$ cat src/sv/srpi_pkg.sv
// ----------------------------------------------------------------------------
// srpi_pkg
// Shared constants and types for the small ring polynomial inverse core.
// ----------------------------------------------------------------------------
package srpi_pkg;

    localparam int MODULUS_DEF = 641;
    localparam int DEGREE_DEF  = 2;
    localparam int FIELD_W     = 14;
    localparam int MOD_W       = 14;
    localparam int PROD_W      = 2 * MOD_W + 2;
    localparam int STEPS       = 2 * DEGREE_DEF - 1;

    typedef enum logic [2:0] {
        ST_IDLE,
        ST_FREEZE,
        ST_MULT,
        ST_EXP,
        ST_SCALE,
        ST_DONE
    } state_t;

    typedef struct packed {
        logic               start;
        logic               busy;
    } mul_ctrl_t;

endpackage

$ cat src/sv/srpi_modmul.sv
// ----------------------------------------------------------------------------
// srpi_modmul
// Shared multi-cycle unit: centered residue of a*b - c*d mod MODULUS.
// Pipeline: products plus offset, reciprocal multiply for the
// quotient, quotient back-subtract, then one compare and subtract.
// ----------------------------------------------------------------------------
module srpi_modmul
    import srpi_pkg::*;
#(
    parameter int MODULUS = MODULUS_DEF
)
(
    input  logic                     clk,
    input  logic                     rst_n,
    input  mul_ctrl_t                ctrl,
    input  logic signed [MOD_W-1:0]  a,
    input  logic signed [MOD_W-1:0]  b,
    input  logic signed [MOD_W-1:0]  c,
    input  logic signed [MOD_W-1:0]  d,
    output logic                     done,
    output logic signed [MOD_W-1:0]  result
);

    localparam int     HALF  = (MODULUS - 1) >> 1;
    localparam int     Y_W   = 32;
    localparam int     QP_W  = 2 * Y_W;
    localparam int     R_W   = 16;
    localparam longint BIAS  = longint'(MODULUS) * ((longint'(1) << 30) / longint'(MODULUS));
    localparam longint RECIP = (longint'(1) << Y_W) / longint'(MODULUS);
    localparam logic [Y_W-1:0] OFFSET  = Y_W'(BIAS + longint'(HALF));
    localparam logic [Y_W-1:0] RECIP_K = Y_W'(RECIP);
    localparam logic [Y_W-1:0] MOD_Y   = Y_W'(MODULUS);
    localparam logic [R_W-1:0] MOD_R   = R_W'(MODULUS);
    localparam logic [R_W-1:0] HALF_R  = R_W'(HALF);

    logic signed [PROD_W-1:0] ab, cd, diff;
    logic [Y_W-1:0]           y_reg, y_next;
    logic [QP_W-1:0]          qprod;
    logic [Y_W-1:0]           q_reg, q_next;
    logic [Y_W-1:0]           qm;
    logic [R_W-1:0]           r_reg, r_next;
    logic [R_W-1:0]           r_fix;
    logic [R_W-1:0]           centered;
    logic [2:0]               stage_reg;

    assign ab     = PROD_W'(a) * PROD_W'(b);
    assign cd     = PROD_W'(c) * PROD_W'(d);
    assign diff   = ab - cd;
    assign y_next = Y_W'(diff) + OFFSET;
    assign qprod  = QP_W'(y_reg) * QP_W'(RECIP_K);
    assign q_next = qprod[QP_W-1:Y_W];
    assign qm     = q_reg * MOD_Y;
    assign r_next = R_W'(y_reg - qm);

    always_ff @(posedge clk or negedge rst_n)
    begin
        if (!rst_n)
            stage_reg <= '0;
        else
            stage_reg <= {stage_reg[1:0], ctrl.start};
    end

    always_ff @(posedge clk)
    begin
        if (ctrl.start)
            y_reg <= y_next;
        q_reg <= q_next;
        r_reg <= r_next;
    end

    assign r_fix    = (r_reg >= MOD_R) ? r_reg - MOD_R : r_reg;
    assign centered = r_fix - HALF_R;
    assign done     = stage_reg[2] && ctrl.busy;
    assign result   = centered[MOD_W-1:0];

endmodule

$ cat src/sv/srpi_seq.sv
// ----------------------------------------------------------------------------
// srpi_seq
// Sequencer: freezes inputs, runs the divsteps, the Fermat inversion and the
// final scaling, all through the shared modular multiply unit.
// ----------------------------------------------------------------------------
module srpi_seq
    import srpi_pkg::*;
#(
    parameter int MODULUS = MODULUS_DEF
)
(
    input  logic                     clk,
    input  logic                     rst_n,
    input  logic                     in_valid,
    output logic                     in_ready,
    input  logic signed [MOD_W-1:0]  coef_low,
    input  logic signed [MOD_W-1:0]  coef_high,
    input  logic signed [MOD_W-1:0]  root_value,
    output logic                     out_valid,
    input  logic                     out_ready,
    output logic signed [MOD_W-1:0]  inv_low,
    output logic signed [MOD_W-1:0]  inv_high,
    output logic                     not_invertible
);

    localparam int EXP   = MODULUS - 2;
    localparam int EXP_W = $clog2(MODULUS + 1);
    localparam int OP_W  = 4;

    typedef logic signed [MOD_W-1:0] coef_t;

    state_t state_reg, state_next;
    coef_t phi_reg [3], ff_reg [3], vv_reg [3], ss_reg [3];
    coef_t phi_next [3], ff_next [3], vv_next [3], ss_next [3];
    coef_t nf_reg [3], nf_next [3];
    coef_t acc_reg, acc_next, base_reg, base_next, scale_reg, scale_next;
    coef_t ol_reg, ol_next, oh_reg, oh_next;
    logic signed [2:0] delta_reg, delta_next;
    logic [1:0] step_reg, step_next;
    logic [OP_W-1:0] op_reg, op_next;
    logic [EXP_W-1:0] e_reg, e_next;
    logic ni_reg, ni_next;
    logic pend_reg, pend_next;

    mul_ctrl_t ctrl;
    coef_t ma, mb, mc, md, mres;
    logic mdone;

    srpi_modmul #(.MODULUS(MODULUS)) u_mul (
        .clk(clk), .rst_n(rst_n), .ctrl(ctrl),
        .a(ma), .b(mb), .c(mc), .d(md),
        .done(mdone), .result(mres)
    );

    always_ff @(posedge clk or negedge rst_n)
    begin
        if (!rst_n)
        begin
            state_reg <= ST_IDLE;
            pend_reg  <= 1'b0;
        end
        else
        begin
            state_reg <= state_next;
            pend_reg  <= pend_next;
        end
    end

    always_ff @(posedge clk)
    begin
        for (int i = 0; i < 3; i++)
        begin
            phi_reg[i] <= phi_next[i];
            ff_reg[i]  <= ff_next[i];
            vv_reg[i]  <= vv_next[i];
            ss_reg[i]  <= ss_next[i];
            nf_reg[i]  <= nf_next[i];
        end
        acc_reg   <= acc_next;
        base_reg  <= base_next;
        scale_reg <= scale_next;
        ol_reg    <= ol_next;
        oh_reg    <= oh_next;
        delta_reg <= delta_next;
        step_reg  <= step_next;
        op_reg    <= op_next;
        e_reg     <= e_next;
        ni_reg    <= ni_next;
    end

    always_comb
    begin
        state_next = state_reg;
        pend_next  = 1'b0;
        phi_next = phi_reg; ff_next = ff_reg; vv_next = vv_reg; ss_next = ss_reg;
        nf_next = nf_reg;
        acc_next = acc_reg; base_next = base_reg; scale_next = scale_reg;
        ol_next = ol_reg; oh_next = oh_reg; delta_next = delta_reg;
        step_next = step_reg; op_next = op_reg; e_next = e_reg; ni_next = ni_reg;
        ctrl.start = 1'b0;
        ctrl.busy  = pend_reg;
        ma = '0; mb = '0; mc = '0; md = '0;
        in_ready  = (state_reg == ST_IDLE);
        out_valid = (state_reg == ST_DONE);

        unique case (op_reg)
            4'd0: begin ma = phi_reg[2]; mb = coef_t'(1); end
            4'd1: begin ma = ff_reg[0];  mb = coef_t'(1); end
            4'd2: begin ma = ff_reg[1];  mb = coef_t'(1); end
            4'd3: begin ma = phi_reg[0]; mb = ff_reg[1]; mc = ff_reg[0]; md = phi_reg[1]; end
            4'd4: begin ma = phi_reg[0]; mb = ff_reg[2]; mc = ff_reg[0]; md = phi_reg[2]; end
            4'd5: begin ma = phi_reg[0]; mb = ss_reg[0]; mc = ff_reg[0]; md = vv_reg[0]; end
            4'd6: begin ma = phi_reg[0]; mb = ss_reg[1]; mc = ff_reg[0]; md = vv_reg[1]; end
            4'd7: begin ma = phi_reg[0]; mb = ss_reg[2]; mc = ff_reg[0]; md = vv_reg[2]; end
            4'd8: begin ma = acc_reg;    mb = base_reg; end
            4'd9: begin ma = base_reg;   mb = base_reg; end
            4'd10: begin ma = scale_reg; mb = vv_reg[1]; end
            4'd11: begin ma = scale_reg; mb = vv_reg[0]; end
            default: ;
        endcase

        unique case (state_reg)
            ST_IDLE:
            begin
                if (in_valid)
                begin
                    nf_next[0] = root_value;
                    nf_next[1] = coef_high;
                    nf_next[2] = coef_low;
                    phi_next[2] = root_value;
                    ff_next[0] = coef_high;
                    ff_next[1] = coef_low;
                    op_next = '0;
                    state_next = ST_FREEZE;
                    ctrl.start = 1'b0;
                    pend_next = 1'b0;
                end
            end
            ST_FREEZE:
            begin
                if (!pend_reg)
                begin
                    ctrl.start = 1'b1; ctrl.busy = 1'b1; pend_next = 1'b1;
                end
                else if (mdone)
                begin
                    if (op_reg == 4'd0) phi_next[2] = mres;
                    else if (op_reg == 4'd1) ff_next[0] = mres;
                    else ff_next[1] = mres;
                    if (op_reg == 4'd2)
                    begin
                        phi_next[0] = coef_t'(1); phi_next[1] = '0;
                        ff_next[2] = '0;
                        for (int i = 0; i < 3; i++) vv_next[i] = '0;
                        ss_next[0] = coef_t'(1); ss_next[1] = '0; ss_next[2] = '0;
                        delta_next = 3'sd1;
                        step_next = '0;
                        op_next = 4'd15;
                        state_next = ST_MULT;
                    end
                    else
                        op_next = op_reg + 1'b1;
                end
                else
                    pend_next = 1'b1;
            end
            ST_MULT:
            begin
                if (op_reg == 4'd15)
                begin
                    vv_next[2] = vv_reg[1]; vv_next[1] = vv_reg[0]; vv_next[0] = '0;
                    if (delta_reg > 0 && ff_reg[0] != '0)
                    begin
                        phi_next = ff_reg; ff_next = phi_reg;
                        vv_next[0] = ss_reg[0]; vv_next[1] = ss_reg[1];
                        vv_next[2] = ss_reg[2];
                        ss_next[0] = '0; ss_next[1] = vv_reg[0]; ss_next[2] = vv_reg[1];
                        delta_next = -delta_reg + 3'sd1;
                    end
                    else
                        delta_next = delta_reg + 3'sd1;
                    op_next = 4'd3;
                end
                else if (!pend_reg)
                begin
                    ctrl.start = 1'b1; ctrl.busy = 1'b1; pend_next = 1'b1;
                end
                else if (mdone)
                begin
                    unique case (op_reg)
                        4'd3: nf_next[0] = mres;
                        4'd4: nf_next[1] = mres;
                        4'd5: nf_next[2] = mres;
                        4'd6: ss_next[1] = mres;
                        default: ss_next[2] = mres;
                    endcase
                    if (op_reg == 4'd7)
                    begin
                        ff_next[0] = nf_reg[0]; ff_next[1] = nf_reg[1]; ff_next[2] = '0;
                        ss_next[0] = nf_reg[2];
                        if (step_reg == 2'(STEPS - 1))
                        begin
                            acc_next = coef_t'(1);
                            base_next = phi_reg[0];
                            e_next = EXP_W'(EXP);
                            op_next = 4'd8;
                            state_next = ST_EXP;
                        end
                        else
                        begin
                            step_next = step_reg + 1'b1;
                            op_next = 4'd15;
                        end
                    end
                    else
                        op_next = op_reg + 1'b1;
                end
                else
                    pend_next = 1'b1;
            end
            ST_EXP:
            begin
                if (e_reg == '0)
                begin
                    scale_next = acc_reg;
                    op_next = 4'd10;
                    state_next = ST_SCALE;
                end
                else if (op_reg == 4'd8 && !e_reg[0])
                    op_next = 4'd9;
                else if (!pend_reg)
                begin
                    ctrl.start = 1'b1; ctrl.busy = 1'b1; pend_next = 1'b1;
                end
                else if (mdone)
                begin
                    if (op_reg == 4'd8)
                    begin
                        acc_next = mres;
                        op_next = 4'd9;
                    end
                    else
                    begin
                        base_next = mres;
                        e_next = e_reg >> 1;
                        op_next = 4'd8;
                    end
                end
                else
                    pend_next = 1'b1;
            end
            ST_SCALE:
            begin
                if (!pend_reg)
                begin
                    ctrl.start = 1'b1; ctrl.busy = 1'b1; pend_next = 1'b1;
                end
                else if (mdone)
                begin
                    if (op_reg == 4'd10)
                    begin
                        ol_next = mres; op_next = 4'd11;
                    end
                    else
                    begin
                        oh_next = mres;
                        ni_next = (delta_reg != 3'sd0);
                        state_next = ST_DONE;
                    end
                end
                else
                    pend_next = 1'b1;
            end
            ST_DONE:
            begin
                if (out_ready)
                    state_next = ST_IDLE;
            end
            default: state_next = ST_IDLE;
        endcase
    end

    assign inv_low        = ni_reg ? coef_t'(0) : ol_reg;
    assign inv_high       = ni_reg ? coef_t'(0) : oh_reg;
    assign not_invertible = ni_reg;

endmodule

$ cat src/sv/small_ring_poly_inverse_core.sv
// ----------------------------------------------------------------------------
// small_ring_poly_inverse_core
// Inverse of coef_low + coef_high*x modulo x^2 + root_value over Z/MODULUS.
//
// One word enters on the input channel (in_valid/in_ready) and one word
// leaves on the output channel (out_valid/out_ready). The block handles one
// word at a time: in_ready is high only while idle. Each modular product on
// the single shared multiply unit passes through products, reciprocal
// quotient, back-subtract and final correction. At MODULUS = 641 a word
// needs 3 freezes, 3 divsteps of one swap and 5 products each, the
// exponentiation over 10 exponent bits with 8 set, and 2 scaling products.
// The result is held on the output until out_ready; a stalled receiver
// keeps the block from taking the next word. Reset returns the sequencer
// to idle with no word pending.
// ----------------------------------------------------------------------------
module small_ring_poly_inverse_core
    import srpi_pkg::*;
#(
    parameter int MODULUS = MODULUS_DEF
)
(
    input  logic                      clk,
    input  logic                      rst_n,
    input  logic                      in_valid,
    output logic                      in_ready,
    input  logic signed [FIELD_W-1:0] coef_low,
    input  logic signed [FIELD_W-1:0] coef_high,
    input  logic signed [FIELD_W-1:0] root_value,
    output logic                      out_valid,
    input  logic                      out_ready,
    output logic signed [FIELD_W-1:0] inv_low,
    output logic signed [FIELD_W-1:0] inv_high,
    output logic                      not_invertible
);

    srpi_seq #(.MODULUS(MODULUS)) u_seq (
        .clk(clk), .rst_n(rst_n),
        .in_valid(in_valid), .in_ready(in_ready),
        .coef_low(coef_low), .coef_high(coef_high), .root_value(root_value),
        .out_valid(out_valid), .out_ready(out_ready),
        .inv_low(inv_low), .inv_high(inv_high), .not_invertible(not_invertible)
    );

endmodule

$ cat config.mk
export PLATFORM = sky130hd
export DESIGN_NAME = small_ring_poly_inverse_core
export DESIGN_NICKNAME = d
export VERILOG_FILES = /design/src/sv/srpi_pkg.sv /design/src/sv/srpi_modmul.sv /design/src/sv/srpi_seq.sv /design/src/sv/small_ring_poly_inverse_core.sv
export SDC_FILE = /design/constraint.sdc
export NUM_CORES = 2
export LEC_CHECK = 0
export ABC_AREA = 1
export BUFFER_PORTS_ARGS = -buffer_cell sky130_fd_sc_hd__clkbuf_2
export CAP_MARGIN = 30
export CORE_MARGIN = 2
export CORE_UTILIZATION = 60
export DETAILED_ROUTE_END_ITERATION = 8
export HOLD_SLACK_MARGIN = 0.02
export PLACE_DENSITY = 0.8
export SETUP_SLACK_MARGIN = 0.02
export SYNTH_ARGS = -nofsm -noshare
export SYNTH_HDL_FRONTEND = slang
export SYNTH_HIERARCHICAL = 1
export SYNTH_SLANG_ARGS = --single-unit
export TNS_END_PERCENT = 10
$ cat constraint.sdc
create_clock -name clk -period 8.15 [get_ports clk]
set_input_delay 0.815 -clock clk [delete_from_list [all_inputs] [get_ports clk]]
set_output_delay 0.815 -clock clk [all_outputs]
set_load 0.05 [all_outputs]
==> flow_summary.rst <==
.. list-table::
   :header-rows: 1

   * - Metric
     - Value
   * - Result of the run
     - finished with violations
   * - Failing checks
     - DRC, setup timing
   * - Yosys top cell by area
     - fa_1
   * - Clock tree from TritonCTS
     - yes
   * - Routed via count
     - 36800
   * - Number of vias per cell
     - roughly 5.6
   * - Final layout net count
     - 6602
   * - Clock sink count
     - 370
   * - Post-route clock skew
     - 34.72 ps
   * - Count of non-filler cells in the finished layout
     - 6538
   * - R2R Path End
     - u_seq/u_mul/y_reg[28]
   * - Initial detailed-routing violation count
     - 3747
   * - Pin slew with the least headroom to its limit
     - 1046 ps
   * - Path category of the worst min-delay check
     - in -> async
   * - Top cells by area, synth
     - fa_1 30%, edfxtp_1 22%, inv_1 12%
   * - Cells after Synth
     - a little over 5000
   * - Most common cell in the synthesized netlist
     - inv_1
   * - Area of the core region
     - 74700 um^2
   * - Worst-case reg-to-reg path depth
     - 41
   * - Area share of the largest cell type after synthesis
     - 29.79%
   * - Wire length of the first global-routing pass
     - 204600 um
   * - CP Class
     - reg -> reg
   * - Post-synthesis cell area
     - roughly 45000 um^2
   * - Number of antenna violations at the first check in global routing
     - 1
   * - Kind of start point of the critical path
     - flip-flop
   * - Largest fanout on the critical path
     - 8
   * - R2R setup slack
     - -340 ps
   * - Beginning of the worst register-to-register path
     - u_seq/op_reg[1]
   * - Syn_nets
     - around 6200
   * - Data arrival, critical path
     - 8850 ps
   * - Routed Antenna Nets
     - 0
   * - Synth Register Bits
     - 370
   * - Inst Count DP
     - 6390
   * - Netlist cell types
     - 60
   * - Max-slew violation total from the final report
     - 0
   * - Sequential-to-total area share from yosys stat
     - between 20% and 30%
   * - Worst-case headroom to the max-slew limit
     - 30.06%
   * - Detailed-placement wirelength estimate
     - 100900 um
   * - Minimum setup slack after placement
     - -546.9 ps
   * - Die area
     - 77930 um^2
   * - Req. time, crit path
     - 8510 ps
   * - Share of async-settable or async-resettable flops after synthesis
     - 1.892%
   * - RSZ-0062 raised after global routing
     - yes
   * - Floorplan die height
     - 279.2 um
   * - Largest net degree at the start of global routing
     - 62
   * - Crit path time final
     - roughly 8500 ps
   * - Upper clock frequency limit
     - 117.8 MHz
   * - GRT Residual Overflow
     - 0
   * - Residual DRC
     - 1
   * - Number of maximum-capacitance constraint violations
     - 0
   * - Number of warnings reported in the yosys synthesis log
     - 6
   * - Clock transition at the register clock pins on the worst setup and hold paths after CTS
     - 70 ps
   * - Initial DRT Pass Iterations
     - 9
   * - CTS root buf
     - clkbuf_16
   * - Antenna diode instance count
     - 0
   * - Area grow syn2layout
     - 16.07%
   * - Worst path most repeated cell
     - fa_1
   * - Share of post-route cells with drive strength above 1
     - between 10% and 20%
   * - Utilization after layout
     - between 70% and 80%
   * - H-tree lvl count
     - 2
   * - GPL Wtd Cong
     - ~1.0
   * - Clock insertion delay at the later pin of the skew report
     - 610 ps
   * - Number of global-route vias before repair
     - 38500
   * - Synth cell count leaders
     - 1446 x inv_1, 862 x nand2_1, 676 x fa_1
   * - Number of buffers added by the clock tree synthesis step
     - 42
   * - Placement Rows
     - 100
   * - Global-route total usage across every layer
     - around a third
   * - Total count of hold-check failures in the final report
     - 0
   * - I/O pin count
     - 77
   * - Crit end category
     - flip-flop
   * - Number of fill cells in the layout
     - 5451
   * - Critical-path cell with the highest stage delay
     - fa_1
   * - Crit path largest cell delay
     - between 600 and 700 ps
   * - Syn avg cell area
     - 8.854 um^2
   * - Starting density of the core
     - 60.82%
   * - Share of the cycle needed by the critical path after routing
     - 104.2%
   * - Number of port buffers
     - between 70 and 80
   * - Total wire length
     - 130400 um
   * - Ys flop type
     - edfxtp_1
   * - Aggregate negative setup slack
     - -4640 ps
   * - Count of flip-flops with a built-in enable after synthesis
     - 331
   * - CTS max path bufs
     - 3
   * - Hold buffers post-CTS
     - 0
   * - Die width
     - 279.2 um
   * - Final setup violation count
     - 18
   * - Buffer and inverter count on the worst path
     - 14
   * - Post-detailed-route wirelength per cell
     - 19.95 um
   * - Top delay family on crit path
     - adder cells
   * - Worst Setup Slack, final
     - -339.2 ps
==> area by class of cell <==
type	count	area, um^2	share of cell area (%)
inverter	1479	5575	10.57
timing repair buffer	496	4310	8.174
clock buffer	54	1170	2.219
multi-input combinational	3147	29490	55.93
sequential	370	10760	20.40
tap	969	1212	2.299
clock inverter	23	216.5	0.4105
==> layer usage <==
metal	global-route usage, %	share of wire [%]	routed length, um
met5	0	0	0
met4	14.06	4.7	6093
met3	7.004	11	13960
met2	55.64	47	61450
met1	44.22	38	48940
==> worst max-delay path by stage <==
stage                               start               endpoint  slack [ps]  cells after the start
after detailed placement  u_seq/op_reg[0]  u_seq/u_mul/y_reg[25]        -550                     37
final                     u_seq/op_reg[1]  u_seq/u_mul/y_reg[28]        -340                     41
after global routing      u_seq/op_reg[1]  u_seq/u_mul/y_reg[28]        -640                     45
after floorplan           u_seq/op_reg[0]  u_seq/u_mul/y_reg[27]          50                     38
after global placement    u_seq/op_reg[0]  u_seq/u_mul/y_reg[25]        -510                     37
after CTS                 u_seq/op_reg[3]  u_seq/u_mul/y_reg[28]        -120                     41
==> stage by stage <==
stage | hold WS, ps | cell area, um^2
final | 41.79 | 52730
after global routing | 51.50 | 52730
after CTS | 36.41 | 52030
after detailed placement | 337.9 | 49410
after global placement | 334.5 | 49370
after floorplan | 331.2 | 45430
==> worst register-to-register path, delay by kind of cell, from the launching register on <==
kind	cells	cell delay (ps)
AO/OA/AOI/OAI	1	80
adder cells (fa/ha/maj)	10	4640
buffers and inverters	14	1560
flip-flops	1	420
AND/OR/NAND/NOR	16	1540
==> timing repair <==
item,CTS,global route
gates cloned,4,1
gates resized for setup,166,122
pin swaps,98,117
setup buffers,41,22
setup endpoints to repair,21,22
==> cell usage in the layout (no fill, tap or decap), types with 28 or more instances in the layout <==
master	count
fa_1	664
edfxtp_1	331
inv_1	1425
o21ai_0	123
xor2_1	60
buf_12	39
ha_1	320
nand2_1	816
clkbuf_2	76
o22ai_1	67
nand3_1	128
nand2_4	30
nand4_1	62
dfxtp_1	32
nand2_2	83
buf_4	340
nor2_1	280
a22oi_1	28
xnor2_1	34
a21oi_1	136
inv_2	45
clkbuf_16	47
nor2_4	30
==> kinds of logic after synthesis <==
logic type	after synthesis	share of synthesized area (%)
AOI/OAI and AO/OA	493	6.439
and+or+nand+nor	1538	15.03
buffers and inverters	1614	13.74
DFF	370	23.68
xor gates and xnor gates	96	1.851
adders and majority gates	1020	39.26
Power is not shown: default switching activity piles up to over one toggle a cycle in this logic, so the estimate is an artifact.
